## src/rtl/rdm_frame_parser_macros.svh

```systemverilog
// ----------------------------------------------------------------------------
// RDM frame parser assertion macros
// Clocked, reset-qualified assertion shorthands for the parser RTL.
// ----------------------------------------------------------------------------
`ifndef RDM_FRAME_PARSER_MACROS_SVH
`define RDM_FRAME_PARSER_MACROS_SVH

// Property that must hold at every clock edge out of reset.
`define RDM_ASSERT_ALWAYS(lbl, prop, msg) \
  lbl: assert property (@(posedge clk_i) disable iff (!rst_ni) (prop)) else $error(msg);

// Same-cycle implication.
`define RDM_ASSERT_IMPL(lbl, ante, cons, msg) \
  lbl: assert property (@(posedge clk_i) disable iff (!rst_ni) (ante) |-> (cons)) \
    else $error(msg);

`endif

```

## src/rtl/rdm_fp_pkg.sv

```systemverilog
// ----------------------------------------------------------------------------
// RDM frame parser package
// Transfer types, status and register codes, frame byte positions.
// ----------------------------------------------------------------------------
`default_nettype none

package rdm_fp_pkg;

  localparam int unsigned CFG_IDX_W = 1;
  localparam int unsigned POS_W     = 9;

  typedef enum logic [CFG_IDX_W-1:0] {
    CFG_START_CODE     = 1'b0,
    CFG_SUB_START_CODE = 1'b1
  } rdm_cfg_idx_e;

  typedef enum logic [2:0] {
    ST_OK        = 3'd0,
    ST_SHORT     = 3'd1,
    ST_BAD_START = 3'd2,
    ST_BAD_SUB   = 3'd3,
    ST_LEN_MIN   = 3'd4,
    ST_PDL       = 3'd5,
    ST_CHECKSUM  = 3'd6
  } rdm_status_e;

  typedef enum logic {
    KIND_DATA    = 1'b0,
    KIND_SUMMARY = 1'b1
  } rdm_kind_e;

  localparam logic [7:0] RST_START_CODE     = 8'd204;
  localparam logic [7:0] RST_SUB_START_CODE = 8'd1;
  localparam logic [7:0] MIN_MSG_LEN        = 8'd24;

  // byte positions within a frame
  localparam logic [POS_W-1:0] POS_START       = 9'd0;
  localparam logic [POS_W-1:0] POS_SUB         = 9'd1;
  localparam logic [POS_W-1:0] POS_LEN         = 9'd2;
  localparam logic [POS_W-1:0] POS_DEST_LAST   = 9'd8;
  localparam logic [POS_W-1:0] POS_SRC_LAST    = 9'd14;
  localparam logic [POS_W-1:0] POS_HDR_FIRST   = 9'd15;
  localparam logic [POS_W-1:0] POS_HDR_LAST    = 9'd17;
  localparam logic [POS_W-1:0] POS_SUBDEV_LAST = 9'd19;
  localparam logic [POS_W-1:0] POS_CMD_CLASS   = 9'd20;
  localparam logic [POS_W-1:0] POS_PID_LAST    = 9'd22;
  localparam logic [POS_W-1:0] POS_PDL         = 9'd23;
  localparam logic [POS_W-1:0] POS_PAYLOAD     = 9'd24;
  localparam logic [POS_W-1:0] POS_HDR_REPORT  = 9'd25;
  localparam logic [POS_W-1:0] POS_MAX         = 9'd511;

  localparam logic [1:0] HDR_CMD_CLASS = 2'd3;

  typedef struct packed {
    logic [7:0] rx_byte;
    logic       end_of_buffer;
  } rdm_in_t;

  typedef struct packed {
    logic        item_kind;
    logic [7:0]  data_byte;
    logic [2:0]  status;
    logic [47:0] destination_uid;
    logic [47:0] source_uid;
    logic [7:0]  transaction_number;
    logic [7:0]  port_or_response;
    logic [7:0]  message_count;
    logic [15:0] sub_dev_num;
    logic [7:0]  command_class;
    logic [15:0] parameter_id;
    logic [7:0]  param_data_length;
  } rdm_out_t;

  typedef struct packed {
    logic     valid;
    rdm_out_t item;
  } rdm_fp_push_t;

endpackage

`default_nettype wire

```

## src/rtl/rdm_frame_parser.sv

```systemverilog
// ----------------------------------------------------------------------------
// RDM frame parser
// Byte-stream RDM frame checker and field unpacker, top level.
// ----------------------------------------------------------------------------
// Input channel: one received byte per transfer, end_of_buffer set on the
//   buffer's last byte. Output channel: parameter data bytes as they arrive,
//   then one summary per buffer with status and the unpacked header fields
//   (fields are zero unless status is ok). Bytes after the summary, up to
//   end_of_buffer, give no transfer.
// Throughput: one byte per cycle while in_stall_o is low; each byte is fully
//   handled by the byte engine in the cycle it is taken.
// Result path: the result for a taken byte is registered in the output
//   register, or in the skid entry while the output register is held.
// Stall: the output has a result register plus one skid entry; input stalls
//   only when both are occupied, so bytes keep flowing while one result waits.
// Reset: clears frame state and loads start code 0xCC and sub start code 0x01.
// Configuration writes are accepted at any edge with cfg_we_i; change them only
//   while the block is idle.
// ----------------------------------------------------------------------------
`default_nettype none

`include "rdm_frame_parser_macros.svh"

module rdm_frame_parser import rdm_fp_pkg::*; (
  input  wire logic                 clk_i,
  input  wire logic                 rst_ni,
  input  wire logic                 in_valid_i,
  output logic                      in_stall_o,
  input  wire rdm_in_t              in_data_i,
  output logic                      out_valid_o,
  input  wire logic                 out_stall_i,
  output rdm_out_t                  out_data_o,
  input  wire logic                 cfg_we_i,
  input  wire logic [CFG_IDX_W-1:0] cfg_index_i,
  input  wire logic [7:0]           cfg_wdata_i
);

  logic [7:0]   start_byte_q;
  logic [7:0]   sub_byte_q;
  logic         take;
  logic         full;
  logic         out_is_data;
  rdm_fp_push_t push;

  always_ff @(posedge clk_i or negedge rst_ni) begin
    if (!rst_ni) begin
      start_byte_q <= RST_START_CODE;
      sub_byte_q   <= RST_SUB_START_CODE;
    end else if (cfg_we_i) begin
      unique case (rdm_cfg_idx_e'(cfg_index_i))
        CFG_START_CODE:     start_byte_q <= cfg_wdata_i;
        CFG_SUB_START_CODE: sub_byte_q   <= cfg_wdata_i;
        default: ;
      endcase
    end
  end

  assign in_stall_o  = full;
  assign take        = in_valid_i && !full;
  assign out_is_data = out_valid_o && (out_data_o.item_kind == KIND_DATA);

  rdm_fp_parser u_parser (
    .clk_i        (clk_i),
    .rst_ni       (rst_ni),
    .take_i       (take),
    .in_data_i    (in_data_i),
    .start_byte_i (start_byte_q),
    .sub_byte_i   (sub_byte_q),
    .push_o       (push)
  );

  rdm_fp_out_reg u_out_reg (
    .clk_i       (clk_i),
    .rst_ni      (rst_ni),
    .push_i      (push),
    .out_stall_i (out_stall_i),
    .out_valid_o (out_valid_o),
    .out_data_o  (out_data_o),
    .full_o      (full)
  );

  `RDM_ASSERT_IMPL(a_skid_needs_out, in_stall_o, out_valid_o, "skid full with empty output")
  `RDM_ASSERT_IMPL(a_push_on_take, push.valid, take, "result without a taken byte")
  `RDM_ASSERT_IMPL(a_data_status, out_is_data, out_data_o.status == ST_OK, "data status not ok")

endmodule

`default_nettype wire

```

## src/rtl/rdm_fp_parser.sv

```systemverilog
// ----------------------------------------------------------------------------
// RDM frame parser byte engine
// Per-byte frame state, header capture, checksum and result generation.
// ----------------------------------------------------------------------------
`default_nettype none

module rdm_fp_parser import rdm_fp_pkg::*; (
  input  wire logic         clk_i,
  input  wire logic         rst_ni,
  input  wire logic         take_i,
  input  wire rdm_in_t      in_data_i,
  input  wire logic [7:0]   start_byte_i,
  input  wire logic [7:0]   sub_byte_i,
  output rdm_fp_push_t      push_o
);

  logic [POS_W-1:0] pos_q, pos_d;
  logic [7:0]       decl_len_q, decl_len_d;
  logic [7:0]       data_len_q, data_len_d;
  logic [15:0]      sum_q, sum_d;
  logic [7:0]       cs_high_q, cs_high_d;
  logic [47:0]      dest_uid_q, dest_uid_d;
  logic [47:0]      src_uid_q, src_uid_d;
  logic [7:0]       hdr_q [4];
  logic [7:0]       hdr_d [4];
  logic [15:0]      sub_dev_q, sub_dev_d;
  logic [15:0]      pid_q, pid_d;
  logic             skip_q, skip_d;
  rdm_status_e      hs_q, hs_d;

  logic [7:0]       b;
  logic             eob;
  logic [1:0]       hdr_rel;
  logic [POS_W-1:0] decl_ext;
  logic             summary;
  rdm_status_e      sum_status;

  assign b        = in_data_i.rx_byte;
  assign eob      = in_data_i.end_of_buffer;
  assign hdr_rel  = pos_q[1:0] - POS_HDR_FIRST[1:0];
  assign decl_ext = {1'b0, decl_len_q};

  always_comb begin
    pos_d      = pos_q;
    decl_len_d = decl_len_q;
    data_len_d = data_len_q;
    sum_d      = sum_q;
    cs_high_d  = cs_high_q;
    dest_uid_d = dest_uid_q;
    src_uid_d  = src_uid_q;
    hdr_d      = hdr_q;
    sub_dev_d  = sub_dev_q;
    pid_d      = pid_q;
    skip_d     = skip_q;
    hs_d       = hs_q;
    push_o     = '0;
    summary    = 1'b0;
    sum_status = ST_SHORT;

    if (take_i && !skip_q) begin
      if (pos_q <= POS_LEN || pos_q < decl_ext) begin
        sum_d = sum_q + {8'd0, b};
      end

      if (pos_q == POS_START) begin
        if (b != start_byte_i && hs_q == ST_OK) hs_d = ST_BAD_START;
      end else if (pos_q == POS_SUB) begin
        if (b != sub_byte_i && hs_q == ST_OK) hs_d = ST_BAD_SUB;
      end else if (pos_q == POS_LEN) begin
        decl_len_d = b;
        if (b < MIN_MSG_LEN && hs_q == ST_OK) hs_d = ST_LEN_MIN;
      end else if (pos_q <= POS_DEST_LAST) begin
        dest_uid_d = {dest_uid_q[39:0], b};
      end else if (pos_q <= POS_SRC_LAST) begin
        src_uid_d = {src_uid_q[39:0], b};
      end else if (pos_q <= POS_HDR_LAST) begin
        hdr_d[hdr_rel] = b;
      end else if (pos_q <= POS_SUBDEV_LAST) begin
        sub_dev_d = {sub_dev_q[7:0], b};
      end else if (pos_q == POS_CMD_CLASS) begin
        hdr_d[HDR_CMD_CLASS] = b;
      end else if (pos_q <= POS_PID_LAST) begin
        pid_d = {pid_q[7:0], b};
      end else if (pos_q == POS_PDL) begin
        data_len_d = b;
        if (decl_len_q != (MIN_MSG_LEN + b) && hs_q == ST_OK) hs_d = ST_PDL;
      end

      if (pos_q >= POS_PAYLOAD && hs_q == ST_OK) begin
        if (pos_q < decl_ext) begin
          push_o.valid          = 1'b1;
          push_o.item.item_kind = KIND_DATA;
          push_o.item.data_byte = b;
        end else if (pos_q == decl_ext) begin
          cs_high_d = b;
        end else if (pos_q == decl_ext + 9'd1) begin
          summary    = 1'b1;
          sum_status = ({cs_high_q, b} == sum_q) ? ST_OK : ST_CHECKSUM;
        end
      end else if (hs_q != ST_OK && pos_q == POS_HDR_REPORT) begin
        summary    = 1'b1;
        sum_status = hs_q;
      end

      if (!summary && eob) begin
        summary    = 1'b1;
        sum_status = ST_SHORT;
      end

      if (summary) begin
        skip_d                = 1'b1;
        push_o                = '0;
        push_o.valid          = 1'b1;
        push_o.item.item_kind = KIND_SUMMARY;
        push_o.item.status    = sum_status;
        if (sum_status == ST_OK) begin
          push_o.item.destination_uid    = dest_uid_q;
          push_o.item.source_uid         = src_uid_q;
          push_o.item.transaction_number = hdr_q[0];
          push_o.item.port_or_response   = hdr_q[1];
          push_o.item.message_count      = hdr_q[2];
          push_o.item.sub_dev_num        = sub_dev_q;
          push_o.item.command_class      = hdr_q[HDR_CMD_CLASS];
          push_o.item.parameter_id       = pid_q;
          push_o.item.param_data_length  = data_len_q;
        end
      end

      if (pos_q != POS_MAX) pos_d = pos_q + 9'd1;
    end

    if (take_i && eob) begin
      pos_d      = '0;
      decl_len_d = '0;
      data_len_d = '0;
      sum_d      = '0;
      cs_high_d  = '0;
      dest_uid_d = '0;
      src_uid_d  = '0;
      hdr_d      = '{default: '0};
      sub_dev_d  = '0;
      pid_d      = '0;
      skip_d     = 1'b0;
      hs_d       = ST_OK;
    end
  end

  always_ff @(posedge clk_i or negedge rst_ni) begin
    if (!rst_ni) begin
      pos_q      <= '0;
      decl_len_q <= '0;
      data_len_q <= '0;
      sum_q      <= '0;
      cs_high_q  <= '0;
      dest_uid_q <= '0;
      src_uid_q  <= '0;
      hdr_q      <= '{default: '0};
      sub_dev_q  <= '0;
      pid_q      <= '0;
      skip_q     <= 1'b0;
      hs_q       <= ST_OK;
    end else begin
      pos_q      <= pos_d;
      decl_len_q <= decl_len_d;
      data_len_q <= data_len_d;
      sum_q      <= sum_d;
      cs_high_q  <= cs_high_d;
      dest_uid_q <= dest_uid_d;
      src_uid_q  <= src_uid_d;
      hdr_q      <= hdr_d;
      sub_dev_q  <= sub_dev_d;
      pid_q      <= pid_d;
      skip_q     <= skip_d;
      hs_q       <= hs_d;
    end
  end

endmodule

`default_nettype wire

```

## src/rtl/rdm_fp_out_reg.sv

```systemverilog
// ----------------------------------------------------------------------------
// RDM frame parser output stage
// Result register with one skid entry between parser and receiver.
// ----------------------------------------------------------------------------
`default_nettype none

module rdm_fp_out_reg import rdm_fp_pkg::*; (
  input  wire logic          clk_i,
  input  wire logic          rst_ni,
  input  wire rdm_fp_push_t  push_i,
  input  wire logic          out_stall_i,
  output logic               out_valid_o,
  output rdm_out_t           out_data_o,
  output logic               full_o
);

  logic     out_valid_q, out_valid_d;
  logic     skid_valid_q, skid_valid_d;
  rdm_out_t out_q, out_d;
  rdm_out_t skid_q, skid_d;
  logic     pop;

  assign pop = out_valid_q && !out_stall_i;

  always_comb begin
    out_valid_d  = out_valid_q;
    skid_valid_d = skid_valid_q;
    out_d        = out_q;
    skid_d       = skid_q;
    if (!out_valid_q || pop) begin
      if (skid_valid_q) begin
        out_d        = skid_q;
        out_valid_d  = 1'b1;
        skid_valid_d = 1'b0;
      end else begin
        out_d       = push_i.item;
        out_valid_d = push_i.valid;
      end
    end else if (push_i.valid) begin
      skid_d       = push_i.item;
      skid_valid_d = 1'b1;
    end
  end

  always_ff @(posedge clk_i or negedge rst_ni) begin
    if (!rst_ni) begin
      out_valid_q  <= 1'b0;
      skid_valid_q <= 1'b0;
    end else begin
      out_valid_q  <= out_valid_d;
      skid_valid_q <= skid_valid_d;
    end
  end

  always_ff @(posedge clk_i) begin
    out_q  <= out_d;
    skid_q <= skid_d;
  end

  assign out_valid_o = out_valid_q;
  assign out_data_o  = out_q;
  assign full_o      = skid_valid_q;

endmodule

`default_nettype wire

```

## config.mk

```make
export PLATFORM = sky130hd
export DESIGN_NAME = rdm_frame_parser
export DESIGN_NICKNAME = d
export VERILOG_FILES = /design/src/rtl/rdm_fp_pkg.sv /design/src/rtl/rdm_frame_parser.sv /design/src/rtl/rdm_fp_parser.sv /design/src/rtl/rdm_fp_out_reg.sv
export VERILOG_INCLUDE_DIRS = /design/src /design/src/rtl
export SDC_FILE = /design/constraint.sdc
export NUM_CORES = 1
export LEC_CHECK = 0
export BUFFER_PORTS_ARGS = -buffer_cell sky130_fd_sc_hd__buf_2
export CAP_MARGIN = 20
export CORE_UTILIZATION = 60
export CTS_BUF_LIST = sky130_fd_sc_hd__clkbuf_4 sky130_fd_sc_hd__clkbuf_8
export DETAILED_ROUTE_END_ITERATION = 12
export HOLD_SLACK_MARGIN = 0.08
export PLACE_DENSITY = 0.8
export SLEW_MARGIN = 20
export SYNTH_ARGS = -nofsm -noshare
export SYNTH_HDL_FRONTEND = slang
export SYNTH_SLANG_ARGS = --single-unit
```

## constraint.sdc

```tcl
create_clock -name clk_i -period 21.5 [get_ports clk_i]
set_clock_uncertainty 0.1 [all_clocks]
set_input_delay 0 -clock clk_i [delete_from_list [all_inputs] [get_ports clk_i]]
set_output_delay 0 -clock clk_i [all_outputs]
set_load 0.02 [all_outputs]
```

==> flow_summary.json, run 1 <==
{
  "post_drt_wl_per_cell_um": 20.6,
  "grt-ovfl-total": 0,
  "top_layer_used": "met4",
  "multi_input_area_um2": 7680,
  "cp_max_fo": 72,
  "synth.net_count": 1983,
  "dp_hpwl_um": 33700,
  "met3WireLength_um": 3950,
  "io_pins": 205,
  "coreArea_um2": 40900,
  "drc_errors": 0,
  "setup_tns_ps": 0,
  "drt_iter0_markers": 1228,
  "row_count": 74,
  "setup.worst_path.end_class": "flip-flop",
  "synth_edf_count": 360,
  "tritoncts.num_buffers": 91,
  "cts_buffer_depth": 3,
  "first_pass_iters": 6,
  "hold_viol_final": 0,
  "antenna_found_initial": 0,
  "synthesis.area_um2": 24900,
  "whs_path_depth": 4,
  "gp_congestion": 0.912,
  "power_mw": 2.63,
  "syn2layout_area_growth_pct": 14.7,
  "clock-root-buffer": "clkbuf_8",
  "async_flop_share_pct": 39.1,
  "ys.flop_type": "edfxtp_1",
  "tritoncts": "yes",
  "synth.distinct_cells": 68,
  "drv_cap": 0,
  "dieArea_um2": 42400,
  "final_max_slew_viol_count": 0,
  "num_vias": 16400,
  "regArea_um2": 16600,
  "synth.yosys.seq_area_share_pct": 66.5,
  "port_buffers": 204,
  "fillers": 2811,
  "fin_util_pct": 69.9,
  "status": "complete, no violations",
  "drt_wl_total_um": 57100,
  "via_per_inst": 5.92,
  "postRouteAntennaNets": 0,
  "ys_ff_latch": 591,
  "synthCells": 1934,
  "r2r_cells": 8,
  "grt_use_total_pct": 27.5,
  "worst_pin_slew_ps": 1060,
  "met1Wirelength_um": 24000,
  "cp-start-kind": "flip-flop",
  "ys_warn_count": 0,
  "ir_worst_vdd_v": 0.0000760,
  "grt_pass1_vias": 16200,
  "h-tree-depth": 3,
  "fin_ws_ps": 16830,
  "syn_area_per_cell_um2": 12.9,
  "numClockSinks": 591,
  "p_leak_nw": 12.2,
  "dieHeight_um": 206,
  "cts_resized": 0,
  "start_util_pct": 61.0,
  "slew_headroom_pct": 28.7,
  "hp-class": "input pin to flip-flop",
  "grt_max_degree": 117,
  "crit_required_ps": 21650,
  "route.met2.wl_um": 27700,
  "placed_area_um2": 26200,
  "fin_crit_ps": 4670,
  "dp_slack_ps": 16900,
  "cp.arrival_ps": 4830,
  "die-width_um": 206,
  "final_nets": 2207,
  "drive_gt1_share_pct": 20.2,
  "grt_pass1_wl_um": 90000,
  "period_share_pct": 21.7,
  "power_density_nw_per_um2": 92.1,
  "clkLatencyLatePin_ps": 660,
  "rsz0062_at_grt": "no",
  "fmax_mhz": 214,
  "setup_viol": 0,
  "clk_pin_slew_worst_paths_ps": 70,
  "critPathKind": "flip-flop to flip-flop",
  "fin_area_um2": 28600,
  "antenna_cells": 0
}
-- state kept, by name, indices dropped and copies added (netlist names) --
register / count
start_byte_q: 8
sub_byte_q: 8
u_out_reg.full_o: 1
u_out_reg.out_data_o: 180
u_out_reg.out_valid_o: 1
u_out_reg.skid_q: 180
u_parser.cs_high_q: 8
u_parser.data_len_q: 8
u_parser.decl_len_q: 8
u_parser.dest_uid_q: 48
u_parser.hdr_q: 32
u_parser.hs_q: 3
u_parser.pid_q: 16
u_parser.pos_q: 9
u_parser.skip_q: 1
u_parser.src_uid_q: 48
u_parser.sub_dev_q: 16
u_parser.sum_q: 16
-- Yosys cell counts (4+ instances only) --
| master | count | share of area, % |
|---|---|---|
| nor2_1 | 57 | 0.86 |
| a21oi_1 | 116 | 2.3 |
| ha_1 | 25 | 1.3 |
| buf_6 | 11 | 0.50 |
| clkbuf_2 | 8 | 0.16 |
| nand2_1 | 267 | 4.0 |
| inv_1 | 24 | 0.36 |
| and2_1 | 184 | 4.6 |
| clkbuf_1 | 91 | 1.4 |
| nor4_1 | 12 | 0.30 |
| nand3_1 | 28 | 0.56 |
| o31ai_1 | 8 | 0.24 |
| a31oi_1 | 8 | 0.20 |
| o21a_1 | 5 | 0.15 |
| a41o_1 | 4 | 0.16 |
| a211oi_1 | 5 | 0.15 |
| mux2i_1 | 25 | 1.0 |
| xnor2_1 | 30 | 1.1 |
| o21ai_0 | 34 | 0.68 |
| dfrtp_1 | 226 | 23 |
| a21o_1 | 9 | 0.27 |
| and3_1 | 9 | 0.23 |
| nor2b_1 | 6 | 0.15 |
| edfxtp_1 | 360 | 43 |
| nor4b_1 | 4 | 0.14 |
| dfstp_2 | 5 | 0.53 |
| nor3_1 | 21 | 0.42 |
| or2_2 | 4 | 0.10 |
| nand4_1 | 9 | 0.23 |
| nand2b_1 | 4 | 0.10 |
| buf_2 | 21 | 0.42 |
| or4_1 | 5 | 0.15 |
| xor2_1 | 19 | 0.67 |
| a22o_1 | 200 | 7.0 |
| mux2_2 | 35 | 1.6 |
| nor3b_1 | 5 | 0.15 |
-- critical path, stage by stage, from the launching register on --
cell,delay [ps]
dfrtp_1,580
ha_1,410
nand3_1,110
o21bai_1,180
a31oi_1,250
nor2_1,140
nor4b_2,730
o311a_4,810
buf_4,880
-- stage by stage --
step                      cells  hold slack [ps]
final                      2768              307
after global routing       2768              300
after global placement     2558             51.1
after CTS                  2768              260
after detailed placement   2558             60.7
after floorplan            1934             -396
-- what timing repair did --
action / 4_1_cts / 5_1_grt
setup buffers: 0 / 0
hold buffers: 39 / 0
hold endpoints to repair: 291 / 0
-- cells in the final DEF (no fill, tap or decap), drive strengths merged, types with 15 or more instances in the layout --
master	count
buf	228
dlygate4sd3	38
nor2	57
mux2i	25
nor3	21
ha	25
nor4	15
nand3	28
edfxtp	360
o21ai	34
clkbuf	146
xnor2	30
clkinv	19
a22o	200
nand2	267
dfrtp	226
a21oi	116
inv	28
and2	184
xor2	19
mux2	35
-- per-layer routing --
metal | up-vias | GRT usage [%]
li1 | 7499 | -
met1 | 8222 | 37.8
met2 | 575 | 43.7
met3 | 91 | 5.91
met4 | 0 | 9.82
met5 | - | 0
-- layout make-up --
cell class | count | share of cell area (%)
clock inverter | 25 | 0.700
inverter | 24 | 0.341
sequential | 591 | 58.0
clock buffer | 146 | 6.13
multi-input combinational | 1184 | 26.8
tap | 532 | 2.33
timing repair buffer | 266 | 5.63
-- where the power goes --
| group | switching, mW | total, mW | leakage, nW | internal, mW |
|---|---|---|---|---|
| Clock | 0.436 | 0.980 | 1.05 | 0.545 |
| Sequential | 0.0492 | 1.33 | 6.97 | 1.28 |
| Combinational | 0.211 | 0.322 | 4.14 | 0.111 |
-- logic make-up (layout without fill, tap and decap cells) --
group / Yosys count / count (layout) / share of synthesized area, %
fa+ha+maj: 26 / 26 / 1.33
compound gates: 418 / 418 / 12.2
flops: 591 / 591 / 66.5
simple gates: 631 / 631 / 12.7
xor+xnor: 49 / 49 / 1.72
buf+inv: 159 / 461 / 2.88
mux: 60 / 60 / 2.58
-- worst paths after layout --
path / start / end / slack (ps)
min: in_data_i[2] / u_parser.dest_uid_q[1] / 310
max in group asynchronous: rst_ni / u_parser.src_uid_q[41] / 19430
max reg2reg: u_parser.pos_q[3] / u_out_reg.skid_q[38] / 16830
min reg2reg: u_parser.sum_q[0] / u_parser.sum_q[0] / 380
max: u_parser.pos_q[3] / u_out_reg.skid_q[38] / 16830
min in group asynchronous: rst_ni / sub_byte_q[0] / 360
No activity file was read; power rests on OpenSTA's default activity.
==> inputs of run 2 (changes only) <==
CORE_UTILIZATION = 56   (was 60)
PLACE_DENSITY = 0.78   (was 0.8)
clock period = 3.8 ns   (was 21.5 ns; I/O delays follow)
==> flow_summary.json, run 2 (synthesized netlist as in run 1, its figures left out) <==
{
  "whs_ps": 193,
  "layout_commonest_cell": "edfxtp_1",
  "power_density_nw_per_um2": 524,
  "setup_viol": 0,
  "grt_pass1_vias": 16200,
  "drc_errors": 0,
  "die-width_um": 213,
  "first_pass_iters": 5,
  "setup.worst_path.end_class": "flip-flop",
  "row_count": 76,
  "port_buffers": 204,
  "hp-class": "input pin to flip-flop",
  "fin_crit_ps": 3370,
  "p_leak_nw": 12.4,
  "dieArea_um2": 45400,
  "crit_required_ps": 3980,
  "grt-ovfl-total": 0,
  "top_usage_layer": "met2",
  "final_nets": 2237,
  "cp-start-kind": "flip-flop",
  "h-tree-depth": 3,
  "cts_resized": 0,
  "gr-usage-met1_pct": 35.9,
  "tritoncts.num_buffers": 94,
  "clkLatencyLatePin_ps": 660,
  "clk_pin_slew_worst_paths_ps": 70,
  "gp_congestion": 0.924,
  "worst_pin_slew_ps": 931,
  "period_share_pct": 88.7,
  "final_cell_mix": "360 x edfxtp_1, 267 x nand2_1, 224 x dfrtp_1",
  "grt_use_total_pct": 26.1,
  "fmax_mhz": 297,
  "setup_tns_ps": 0,
  "ir_worst_vdd_v": 0.000316,
  "antenna_found_initial": 2,
  "coreArea_um2": 43500,
  "syn2layout_area_growth_pct": 16.9,
  "start_util_pct": 57.4,
  "num_vias": 16500,
  "r2r_setup_slack_ps": 430,
  "tritoncts": "yes",
  "grt_pass1_wl_um": 90800,
  "io_pins": 205,
  "cp_max_fo": 34,
  "cts_buffer_depth": 3,
  "holdBufCountCts": 38,
  "final_max_slew_viol_count": 0,
  "slew_headroom_pct": 37.5,
  "fillers": 3086,
  "grt_use_met2_pct": 41.4,
  "rsz0062_at_grt": "no",
  "drt_wl_total_um": 58500,
  "postRouteAntennaNets": 0,
  "status": "complete, no violations",
  "via_per_inst": 5.78,
  "grt_max_degree": 141,
  "dp_hpwl_um": 35100,
  "drive_gt1_share_pct": 21.6,
  "cts_setup_buffers": 0,
  "clock-root-buffer": "clkbuf_8",
  "critPathKind": "flip-flop to flip-flop",
  "dieHeight_um": 213,
  "drv_cap": 0,
  "use_met3_pct": 5.35,
  "drt_iter0_markers": 1263,
  "hold_viol_final": 0,
  "numClockSinks": 591,
  "post_drt_wl_per_cell_um": 20.5,
  "cp.arrival_ps": 3550
}
==> run 2: cell types whose count changed in the layout (fill, tap and decap cells not counted), sizes merged <==
cell | before | now
inv | 28 | 25
bufinv | 2 | 4
clkbuf | 146 | 149
dlygate4sd3 | 38 | 37
buf | 228 | 256
clkinvlp | 0 | 3
diode | 0 | 2
==> run 2: layer usage <==
layer  share of wire (%)  vias to the layer above
met5                   0                        -
met4                 2.3                        0
met3                 6.2                       90
met2                  49                      545
met1                  43                     8315
li1                    -                     7563
==> run 2: power by group <==
| group | switching, mW | total (mW) | leakage (nW) | internal [mW] |
|---|---|---|---|---|
| registers | 0.280 | 7.54 | 6.96 | 7.26 |
| logic | 1.24 | 1.91 | 4.31 | 0.669 |
| clock network | 2.49 | 5.83 | 1.10 | 3.34 |
| total | 4.01 | 15.3 | 12.4 | 11.3 |
==> run 2: worst max-delay path: stages, from the launching register on <==
cell     delay [ps]
dfrtp_1         460
inv_1           140
ha_1            340
o21a_1          130
o21ai_0          80
a31oi_1         250
nor2_1          180
nor4b_4         510
o311a_4         340
buf_4           460
==> run 2: metrics by stage <==
stage | utilization (%) | area [um2] | std cells | setup slack, ps | power, mW
floorplan | - | 25000 | 1934 | 14.5 | 8.81
global placement | 61.4 | 26700 | 2639 | 547 | 9.45
detailed placement | 61.4 | 26700 | 2639 | 458 | 9.50
CTS | 67.1 | 29200 | 2853 | 453 | 15.4
global route | 67.1 | 29200 | 2854 | 186 | 15.9
finish | 67.1 | 29200 | 2855 | 430 | 15.3
==> run 2: area by class of cell <==
cell class	instances	area, um2	share of cell area, %
timing repair buffer	293	1960	6.73
sequential	591	16600	56.9
clock inverter	27	240	0.824
multi-input combinational	1184	7700	26.4
antenna	2	5.00	0.0172
inverter	24	93.8	0.322
clock buffer	149	1830	6.28
tap	585	732	2.51
==> run 2: path summary, 6_finish.rpt <==
| check | from | endpoint | cells past startpoint |
|---|---|---|---|
| max | u_parser.decl_len_q[5] | u_out_reg.skid_q[107] | 9 |
| min | in_data_i[2] | u_parser.hdr_q[1] | 4 |
| max reg2reg | u_parser.decl_len_q[5] | u_out_reg.skid_q[107] | 9 |
| min reg2reg | u_parser.sum_q[5] | u_parser.sum_q[5] | 1 |
| max in group asynchronous | rst_ni | u_parser.sub_dev_q[10] | 4 |
| min in group asynchronous | rst_ni | start_byte_q[2] | 3 |
==> inputs of run 3 (changes only) <==
==> constraint.sdc (replaced) <==
create_clock -name clk_i -period 3.8 [get_ports clk_i]
set_clock_uncertainty 0.1 [all_clocks]
set_input_delay 0.57 -clock clk_i [delete_from_list [all_inputs] [get_ports clk_i]]
set_output_delay 0.57 -clock clk_i [all_outputs]
set_load 0.02 [all_outputs]
==> flow_summary.json, run 3 (synthesized netlist as in run 1, its figures left out) <==
{
  "status": "complete, no violations",
  "row_count": 76,
  "rsz0062_at_grt": "no",
  "power_density_nw_per_um2": 517,
  "via_per_inst": 5.78,
  "clk_pin_slew_worst_paths_ps": 70,
  "first_pass_iters": 7,
  "final_cell_mix": "360 x edfxtp_1, 267 x nand2_1, 225 x dfrtp_1",
  "cts_resized": 0,
  "port_buffers": 204,
  "syn2layout_area_growth_pct": 15.6,
  "placed_area_um2": 26800,
  "critPathKind": "flip-flop to flip-flop",
  "antenna_cells": 0,
  "cp_max_fo": 68,
  "period_share_pct": 87.0,
  "cp-start-kind": "flip-flop",
  "grt-ovfl-total": 0,
  "setup.worst_path.end_class": "flip-flop",
  "dp_hpwl_um": 34900,
  "hold_viol_final": 0,
  "final_nets": 2219,
  "coreArea_um2": 43500,
  "die-width_um": 213,
  "holdBufCountCts": 9,
  "dieArea_um2": 45400,
  "whs_ps": 264,
  "drv_cap": 0,
  "gp_congestion": 0.953,
  "num_vias": 16400,
  "cp.arrival_ps": 3490,
  "setup_viol": 0,
  "regArea_um2": 16600,
  "grt_use_total_pct": 25.9,
  "layout_commonest_cell": "edfxtp_1",
  "p_leak_nw": 12.3,
  "antenna_found_initial": 0,
  "ir_worst_vdd_v": 0.000339,
  "numClockSinks": 591,
  "drc_errors": 0,
  "fin_area_um2": 28800,
  "fillers": 3133,
  "cts_setup_buffers": 0,
  "final_max_slew_viol_count": 0,
  "grt_max_degree": 127,
  "drive_gt1_share_pct": 22.1,
  "drt_wl_total_um": 57100,
  "hp-class": "input pin to flip-flop",
  "clock-root-buffer": "clkbuf_8",
  "drt_iter0_markers": 1260,
  "dieHeight_um": 213,
  "clkLatencyLatePin_ps": 650,
  "slew_headroom_pct": 24.9,
  "tritoncts": "yes",
  "postRouteAntennaNets": 0,
  "crit_required_ps": 3980,
  "io_pins": 205,
  "multi_input_area_um2": 7700,
  "fin_crit_ps": 3310,
  "post_drt_wl_per_cell_um": 20.1,
  "worst_pin_slew_ps": 1120,
  "grt_pass1_wl_um": 90200,
  "fmax_mhz": 302,
  "cts_buffer_depth": 3,
  "start_util_pct": 57.4,
  "grt_pass1_vias": 16400,
  "h-tree-depth": 3,
  "tritoncts.num_buffers": 93
}
## run 3: changes by cell type in the layout (fill, tap and decap cells not counted), moves of 2 or more
cell,previous run,this run
diode_2,2,0
clkinv_2,11,22
dlygate4sd3_1,37,9
clkbuf_4,35,32
buf_4,39,50
clkbuf_8,114,105
## run 3: worst paths after layout
path / from / endpoint / slack (ps) / cells after the start
max: u_parser.pos_q[8] / u_out_reg.skid_q[41] / 490 / 5
min: out_stall_i / u_out_reg.out_valid_o / 260 / 3
max reg2reg: u_parser.pos_q[8] / u_out_reg.skid_q[41] / 490 / 5
min reg2reg: u_parser.sum_q[0] / u_parser.sum_q[0] / 390 / 1
max in group asynchronous: rst_ni / u_parser.src_uid_q[43] / 1920 / 3
min in group asynchronous: rst_ni / u_parser.pid_q[13] / 470 / 2
## run 3: cell type report
type,instances,share of cell area [%]
sequential,591,57.6
multi-input combinational,1184,26.7
timing repair buffer,276,6.09
clock buffer,137,5.85
tap,585,2.54
clock inverter,37,0.899
inverter,24,0.326
## run 3: metrics by stage
stage / setup slack (ps) / utilization [%] / setup TNS [ps] / total power, mW / std cells
after CTS: 513 / 66.3 / 0 / 15.0 / 2834
final: 494 / 66.3 / 0 / 14.9 / 2834
after detailed placement: 515 / 61.6 / 0 / 9.50 / 2651
after global placement: 569 / 61.6 / 0 / 9.45 / 2651
after global routing: 374 / 66.3 / 0 / 15.5 / 2834
after floorplan: -98.9 / - / -17810 / 8.81 / 1934
## run 3: report_power, final
group / switching, mW / internal, mW
sequential: 0.274 / 7.26
combinational: 1.22 / 0.642
clock: 2.45 / 3.06
## run 3: critical path: stages (launching register included)
cell and delay (ps):
dfrtp_1 570, or4_1 800, nor4_4 440, or2_2 350, o311a_4 300, buf_12 320
## run 3: routing by layer
layer / global-route usage, % / up-vias / share of wire, %
met5: 0 / - / 0
met4: 9.50 / 0 / 2.7
met3: 5.18 / 94 / 6.3
met2: 41.4 / 533 / 48
met1: 35.3 / 8221 / 43
li1: - / 7519 / -
